[src/rtl/pcsm_pkg.sv]
`timescale 1ns / 1ps
`default_nettype none
// ----------------------------------------------------------------------------
// P-code machine package
// Shared opcodes, operator codes, error codes and request/result types.
// ----------------------------------------------------------------------------
package pcsm_pkg;

	localparam int DW = 32;

	typedef enum logic [3:0] {
		OPC_INT = 4'd0,
		OPC_LIT = 4'd1,
		OPC_LOD = 4'd2,
		OPC_STO = 4'd3,
		OPC_CAL = 4'd4,
		OPC_JMP = 4'd5,
		OPC_JPC = 4'd6,
		OPC_OPR = 4'd7,
		OPC_RET = 4'd8
	} opc_t;

	localparam logic [3:0] ALU_NEG   = 4'd0;
	localparam logic [3:0] ALU_ADD   = 4'd1;
	localparam logic [3:0] ALU_SUB   = 4'd2;
	localparam logic [3:0] ALU_MUL   = 4'd3;
	localparam logic [3:0] ALU_DIV   = 4'd4;
	localparam logic [3:0] ALU_MOD   = 4'd5;
	localparam logic [3:0] ALU_EQL   = 4'd6;
	localparam logic [3:0] ALU_NEQ   = 4'd7;
	localparam logic [3:0] ALU_LSS   = 4'd8;
	localparam logic [3:0] ALU_GEQ   = 4'd9;
	localparam logic [3:0] ALU_GTR   = 4'd10;
	localparam logic [3:0] ALU_LEQ   = 4'd11;
	localparam logic [3:0] ALU_WRT   = 4'd12;
	localparam logic [3:0] ALU_WRTLN = 4'd13;

	localparam logic [1:0] WK_NONE  = 2'd0;
	localparam logic [1:0] WK_WRT   = 2'd1;
	localparam logic [1:0] WK_WRTLN = 2'd2;

	typedef enum logic [3:0] {
		E_NONE    = 4'd0,
		E_UNDER   = 4'd1,
		E_OVER    = 4'd2,
		E_JUMP    = 4'd3,
		E_DIVZ    = 4'd4,
		E_MODZ    = 4'd5,
		E_BADOP   = 4'd6,
		E_LINK    = 4'd7,
		E_PC      = 4'd8,
		E_STOPPED = 4'd9
	} err_t;

	typedef enum logic [3:0] {
		K_INT, K_LIT, K_LOD, K_STO, K_CAL, K_JMP,
		K_JPC, K_NEG, K_WRT, K_BIN, K_RET, K_BAD
	} kind_t;

	typedef struct packed {
		logic [3:0]        opcode;
		logic [7:0]        static_level;
		logic signed [31:0] operand;
		logic              has_literal;
		logic signed [31:0] literal_value;
	} req_t;

	typedef struct packed {
		logic [15:0]        next_pc;
		logic               halted;
		logic [1:0]         write_kind;
		logic signed [31:0] write_value;
		logic [3:0]         error_code;
	} res_t;

	typedef struct packed {
		kind_t              kind;
		logic [7:0]         lvl;
		logic signed [31:0] opd;
		logic [31:0]        val;
		logic [3:0]         aop;
	} cmd_t;

endpackage
`default_nettype wire

[src/rtl/pcsm_front.sv]
`timescale 1ns / 1ps
`default_nettype none
// ----------------------------------------------------------------------------
// P-code machine front end
// Accepts requests, classifies them and queues them for the executor.
// ----------------------------------------------------------------------------
module pcsm_front (
	input  wire logic            clk,
	input  wire logic            arst_n,
	input  wire logic            cmd_valid,
	output logic                 cmd_stall,
	input  wire pcsm_pkg::req_t  cmd,
	input  wire logic            hold,
	output logic                 q_valid,
	output pcsm_pkg::cmd_t       q_item,
	input  wire logic            q_pop
);

	pcsm_pkg::cmd_t dec;
	pcsm_pkg::cmd_t q_mem_q [2];
	logic           wp_q;
	logic           rp_q;
	logic [1:0]     cnt_q;
	logic           push;
	logic           pop;

	always_comb begin
		dec.lvl = cmd.static_level;
		dec.opd = cmd.operand;
		dec.val = cmd.has_literal ? cmd.literal_value : cmd.operand;
		dec.aop = cmd.operand[3:0];
		unique case (cmd.opcode)
			pcsm_pkg::OPC_INT: dec.kind = pcsm_pkg::K_INT;
			pcsm_pkg::OPC_LIT: dec.kind = pcsm_pkg::K_LIT;
			pcsm_pkg::OPC_LOD: dec.kind = pcsm_pkg::K_LOD;
			pcsm_pkg::OPC_STO: dec.kind = pcsm_pkg::K_STO;
			pcsm_pkg::OPC_CAL: dec.kind = pcsm_pkg::K_CAL;
			pcsm_pkg::OPC_JMP: dec.kind = pcsm_pkg::K_JMP;
			pcsm_pkg::OPC_JPC: dec.kind = pcsm_pkg::K_JPC;
			pcsm_pkg::OPC_RET: dec.kind = pcsm_pkg::K_RET;
			pcsm_pkg::OPC_OPR: begin
				if (cmd.operand < 0 || cmd.operand > 32'sd13) begin
					dec.kind = pcsm_pkg::K_BAD;
				end else begin
					case (cmd.operand[3:0]) inside
						pcsm_pkg::ALU_NEG: dec.kind = pcsm_pkg::K_NEG;
						pcsm_pkg::ALU_WRT, pcsm_pkg::ALU_WRTLN: dec.kind = pcsm_pkg::K_WRT;
						default: dec.kind = pcsm_pkg::K_BIN;
					endcase
				end
			end
			default: dec.kind = pcsm_pkg::K_BAD;
		endcase
	end

	assign cmd_stall = hold || (cnt_q == 2'd2);
	assign push      = cmd_valid && !cmd_stall;
	assign pop       = q_pop && (cnt_q != 2'd0);
	assign q_valid   = (cnt_q != 2'd0);
	assign q_item    = q_mem_q[rp_q];

	always_ff @(posedge clk or negedge arst_n) begin
		if (!arst_n) begin
			wp_q  <= 1'b0;
			rp_q  <= 1'b0;
			cnt_q <= 2'd0;
		end else begin
			if (push) wp_q <= ~wp_q;
			if (pop) rp_q <= ~rp_q;
			cnt_q <= cnt_q + {1'b0, push} - {1'b0, pop};
		end
	end

	always_ff @(posedge clk) begin
		if (push) q_mem_q[wp_q] <= dec;
	end

endmodule
`default_nettype wire

[config.mk]
export PLATFORM = sky130hd
export DESIGN_NAME = pcsm_front
export DESIGN_NICKNAME = d
export VERILOG_FILES = /design/src/rtl/pcsm_pkg.sv /design/src/rtl/pcsm_front.sv
export SDC_FILE = /design/constraint.sdc
export NUM_CORES = 1
export LEC_CHECK = 0
export BUFFER_PORTS_ARGS = -buffer_cell sky130_fd_sc_hd__buf_2
export CELL_PAD_IN_SITES_DETAIL_PLACEMENT = 1
export CELL_PAD_IN_SITES_GLOBAL_PLACEMENT = 2
export CORE_MARGIN = 3
export CORE_UTILIZATION = 42
export CTS_BUF_LIST = sky130_fd_sc_hd__clkbuf_4 sky130_fd_sc_hd__clkbuf_8
export DETAILED_ROUTE_END_ITERATION = 8
export GPL_TIMING_DRIVEN = 1
export PLACE_DENSITY = 0.83
export SETUP_SLACK_MARGIN = 0.15
export SYNTH_ARGS = -nofsm -noshare
export SYNTH_HDL_FRONTEND = slang
export SYNTH_SLANG_ARGS = --single-unit
export TNS_END_PERCENT = 10
[constraint.sdc]
create_clock -name clk -period 9.2 [get_ports clk]
set_input_delay 2.3 -clock clk [delete_from_list [all_inputs] [get_ports clk]]
set_output_delay 2.3 -clock clk [all_outputs]
set_load 0.005 [all_outputs]
Word level (Yosys, flattened, before mapping)
Memory sizes are Yosys's and may differ from the RTL's.
Cells that the tools add are included.

storage, ports and cells
  flip-flop bits (word level) = 4
  bits in latches = 0
  RAM bits = 160
  bits in read-only memories = 0
  input port bits = 82
  word-level logic and storage cells = 37
  memories kept = 1

operators by class
  add/subtract/negate cells = 2
  multiply operators = 0
  divide/modulo/power cells = 0
  order comparisons = 2
  eq/ne operators = 11
  shift operators = 0
  muxes and demuxes = 7
  bitwise operators = 2
  reduce and logical (&&, ||, !) cells = 9

memories
  name     depth  bits a word  rd ports  clocked after memory_dff  wr ports  line              text
  q_mem_q  2      80           1         0                         1         pcsm_front.sv:20  pcsm_pkg::cmd_t q_mem_q [2];

operators by type and width
  operator             count
  $pmux 4 s9           1
  $gt 32x5->1 const B  1
  $lt 32x1->1 const B  1
  $mux 32              1
  $eq 4x3->1 const B   4
  $eq 4x4->1 const B   3
  $eq 4x2->1 const B   2
  $logic_not 4->1      2
  $mux 4               2
  $eq 4x1->1 const B   1
  $mux 1               3
  $add 2x1->2          1
  $eq 2x2->1 const B   1
  $logic_and 1x1->1    2
  $logic_or 1x1->1     2
  $not 1->1            2
  $reduce_bool 2->1    1
  $reduce_or 2->1      1
  $sub 2x1->2          1
  $logic_not 1->1      1

Logic depth before layout (Yosys ltp)
  word-level depth = 6
  gate-level depth with buffers = 8

Worst setup path before layout
No wires, ideal clock.

  path kind = in2reg
  start point = input hold
  end point = memory q_mem_q[0][10] (netlist name) (enable)
  arrival = 5.775 ns
  required time = 8.689 ns
  path slack = 2.915 ns
  stages on the path = 3
  cell sequence = a21oi_1 -> nand2_1 -> nor2_1

on the way
  word-level cells in the longest chain between the ends = 5

ends and longest elaborated chain
  what                          line              text
  from (decl)                   pcsm_front.sv:13  input wire logic hold,
  $logic_or 1x1->1              pcsm_front.sv:56  assign cmd_stall = hold || (cnt_q == 2'd2);
  $logic_not 1->1               pcsm_front.sv:57  assign push = cmd_valid && !cmd_stall;
  $logic_and 1x1->1             pcsm_front.sv:57
  $mux 1                        pcsm_front.sv:75  if (push) q_mem_q[wp_q] <= dec;
  $mux 1 (not written as such)  pcsm_front.sv:75
  to (decl)                     pcsm_front.sv:20

No other way between the ends.

Worst setup path after layout
  start point = input hold
  end point = output cmd_stall

on the way
  word-level cells in the longest chain between the ends = 1

ends and longest elaborated chain
  what              line              text
  $logic_or 1x1->1  pcsm_front.sv:56
  to (decl)         pcsm_front.sv:11  output logic cmd_stall,

No other way between the ends.

==> results.sh <==
export IMPL_clock_sinks=156
export IMPL_syn_avg_cell_area_um2=19.29
export IMPL_cp_data_required_time_ns=6.90
export IMPL_antenna_found_initial=1
export IMPL_drt_pass1_iter_count=4
export IMPL_initial_core_util_pct=43.10
export IMPL_grt_start_max_net_pins=78
export IMPL_p_leak_nw=2.787
export IMPL_die_x_um=128.4
export IMPL_final_antenna_net_count=0
export IMPL_wl_per_cell_um=19.26
export IMPL_synth_edf_count=152
export IMPL_synthTopCellsByArea="edfxtp_1, mux2_2, dfrtp_1, buf_4, buf_6"
export IMPL_synth_most_common_cell="edfxtp_1"
export IMPL_hpwl_um=8920
export IMPL_status="completed"
export IMPL_final_setup_viol_count=0
export IMPL_vias=3468
export IMPL_syn_area_um2=6287
export IMPL_fillers=1410
export IMPL_cp_max_fo=3
export IMPL_die_y_um=128.4
export IMPL_insertion_delay_ns=0.44
export IMPL_grt_pass1_wl_um=19870
export IMPL_first_global_vias=3729
export IMPL_ys_flop_type="edfxtp_1"
export IMPL_die_area_um2=16470
export IMPL_finalNetCount=576
export IMPL_cp_arrival_ns=2.81
export IMPL_slowest_stage="a21oi_1"
export IMPL_diodes=0
export IMPL_synth_top_area_share_pct=72.60
export IMPL_cp_start_kind="input pin"
export IMPL_end_kind="primary output"
export IMPL_drv_cap=0
export IMPL_ys_seq_area_share_pct=74.19
export IMPL_async_flop_share_pct=2.564
export IMPL_grt_setup_unrepaired="no"
export IMPL_finalWirelength_um=13270
export IMPL_slew_headroom_pct=26.33
export IMPL_cp_buffers_inverters=3
export IMPL_cpMostUsedCell="buf_2"
export IMPL_row_count=44
export IMPL_place_area_um2=7231
export IMPL_synthesis_nets=410
export IMPL_holdBufCountCts=0
export IMPL_yosysWarnings=0
export IMPL_pin_count=164
export IMPL_final_hold_violation_count=0
export IMPL_hp_class="flop to flop"
export IMPL_critical_path_top_delay_family="buffers and inverters"
export IMPL_synthCells=326
export IMPL_clockBufferDepth=2
export IMPL_max_freq_mhz=195.6
export IMPL_cts_inserted_buffers=17
export IMPL_powerDensity_nw_per_um2=252.6
export IMPL_postCtsSetupBuffers=0
export IMPL_fin_crit_sh_pct=55.58
export IMPL_fin_area_um2=7605
export IMPL_cpPeakStageDelay_ns=0.23
export IMPL_ys_seq_elements=156
export IMPL_detail_route_vias_per_cell=5.033
export IMPL_cts_root_buf="clkbuf_8"
export IMPL_clk_pin_slew_ns=0.08
export IMPL_coreArea_um2=14590
export IMPL_portBuffers=163
export IMPL_synth_area_leader_cell="edfxtp_1"
export IMPL_globalplace_congestion=0.7042
export IMPL_cts_tree="done"
export IMPL_remaining_drc_errors=0
export IMPL_cts_htree_levels=4
export IMPL_worst_pin_slew_ns=1.105
export IMPL_synth_commonest_cells="edfxtp_1, mux2_2, buf_4, nor2_1"
export IMPL_drv_slew=0
export IMPL_cts_repair_resize_count=0
export IMPL_overflow=0
export IMPL_synthToLayoutAreaGrowth_pct=20.96
export IMPL_drive_gt1_share_pct=60.79
export IMPL_min_period_ns=5.113
export IMPL_path_class="input pin to primary output"
export IMPL_track_usage_pct=15.96
export IMPL_crit_chain="buf_2 > a21oi_1 > inv_1 > buf_2"
export IMPL_synth_distinct_cells=26
export IMPL_finClkSkew_ns=0.006600
export IMPL_irDropWorstVdd_v=0.0001653
export IMPL_totalNegativeSetupSlack_ns=0
export IMPL_dr_first_iter_drc_count=230
==> sequential cells by signal (all words and copies together) (netlist names) <==
register	cells
cnt_q	2
q_mem_q	152
rp_q	1
wp_q	1
==> per-layer routing <==
layer,wire length (um),global-route usage [%]
met3,1162,6.434
met4,169,5.868
met1,5424,19.14
met2,6504,26.08
met5,13,0
==> area by class of cell <==
class | instances | area, um2 | share of cell area [%]
Inverter | 4 | 15.01 | 0.1974
Tap cell | 184 | 230.2 | 3.027
Clock inverter | 13 | 125.1 | 1.645
Multi-Input combinational cell | 149 | 1494 | 19.64
Sequential cell | 156 | 4668 | 61.39
Clock buffer | 19 | 249.0 | 3.274
Timing Repair Buffer | 164 | 823.3 | 10.83
==> metrics by stage <==
stage / total power [mW] / std cells / utilization [%] / setup WS, ns / hold slack, ns
finish: 1.921 / 689 / 52.13 / 4.087 / 0.5105
global route: 2.019 / 689 / 52.13 / 4.010 / 0.5393
CTS: 1.955 / 689 / 52.13 / 4.079 / 0.5104
detailed placement: 1.467 / 657 / 49.56 / 4.085 / 0.4952
global placement: 1.453 / 657 / 49.56 / 4.145 / 0.4960
floorplan: 1.269 / 326 / - / 2.915 / 0.4597
==> final timing paths <==
kind / cells past startpoint / startpoint / endpoint / slack (ns)
setup reg to reg: 5 / cnt_q[0] / q_mem_q[0][62] / 6.59
hold reg to reg: 1 / cnt_q[1] / cnt_q[1] / 0.51
setup / recovery: 4 / hold / cmd_stall / 4.09
min in group asynchronous: 1 / arst_n / cnt_q[0] / 1.65
hold / removal: 1 / cnt_q[1] / cnt_q[1] / 0.51
max in group asynchronous: 1 / arst_n / rp_q / 7.41
==> logic make-up (layout without fill, tap and decap cells) <==
kind of cell             Yosys count  in the layout  synth area share [%]
AO/OA/AOI/OAI                      6              6                0.5572
XOR/XNOR                           4              4                0.5573
adder cells (fa/ha/maj)            2              2                0.3979
buffers and inverters             21            200                 2.249
flip-flops                       156            156                 74.19
multiplexers                     108            108                 19.34
AND/OR/NAND/NOR                   29             29                 2.707
==> cell usage in the layout, fill, tap and decap left out <==
cell type / instances
or2_2: 1
clkinv_1: 3
nor4_1: 5
nand4_1: 3
edfxtp_1: 152
mux2_2: 106
inv_1: 4
nor3_1: 2
dfrtp_1: 3
mux2_1: 2
and3_4: 1
nor2_2: 1
nor4_2: 3
xor2_1: 1
a21oi_1: 4
nand3_1: 2
dfrtp_4: 1
a41o_1: 1
inv_6: 1
nor2_4: 1
clkbuf_8: 17
xnor2_1: 3
ha_1: 2
and2_1: 1
nor2_1: 6
buf_2: 163
clkinvlp_4: 4
buf_4: 1
clkbuf_4: 2
nand2_1: 3
bufinv_16: 2
clkinv_2: 3
o21ai_0: 1
==> where the power goes <==
part           switching [mW]  internal, mW  total [mW]
sequential             0.0937         0.889       0.982
combinational           0.193         0.262       0.455
clock                   0.241         0.243       0.484
Note: power is estimated with default switching activity, not from simulation.
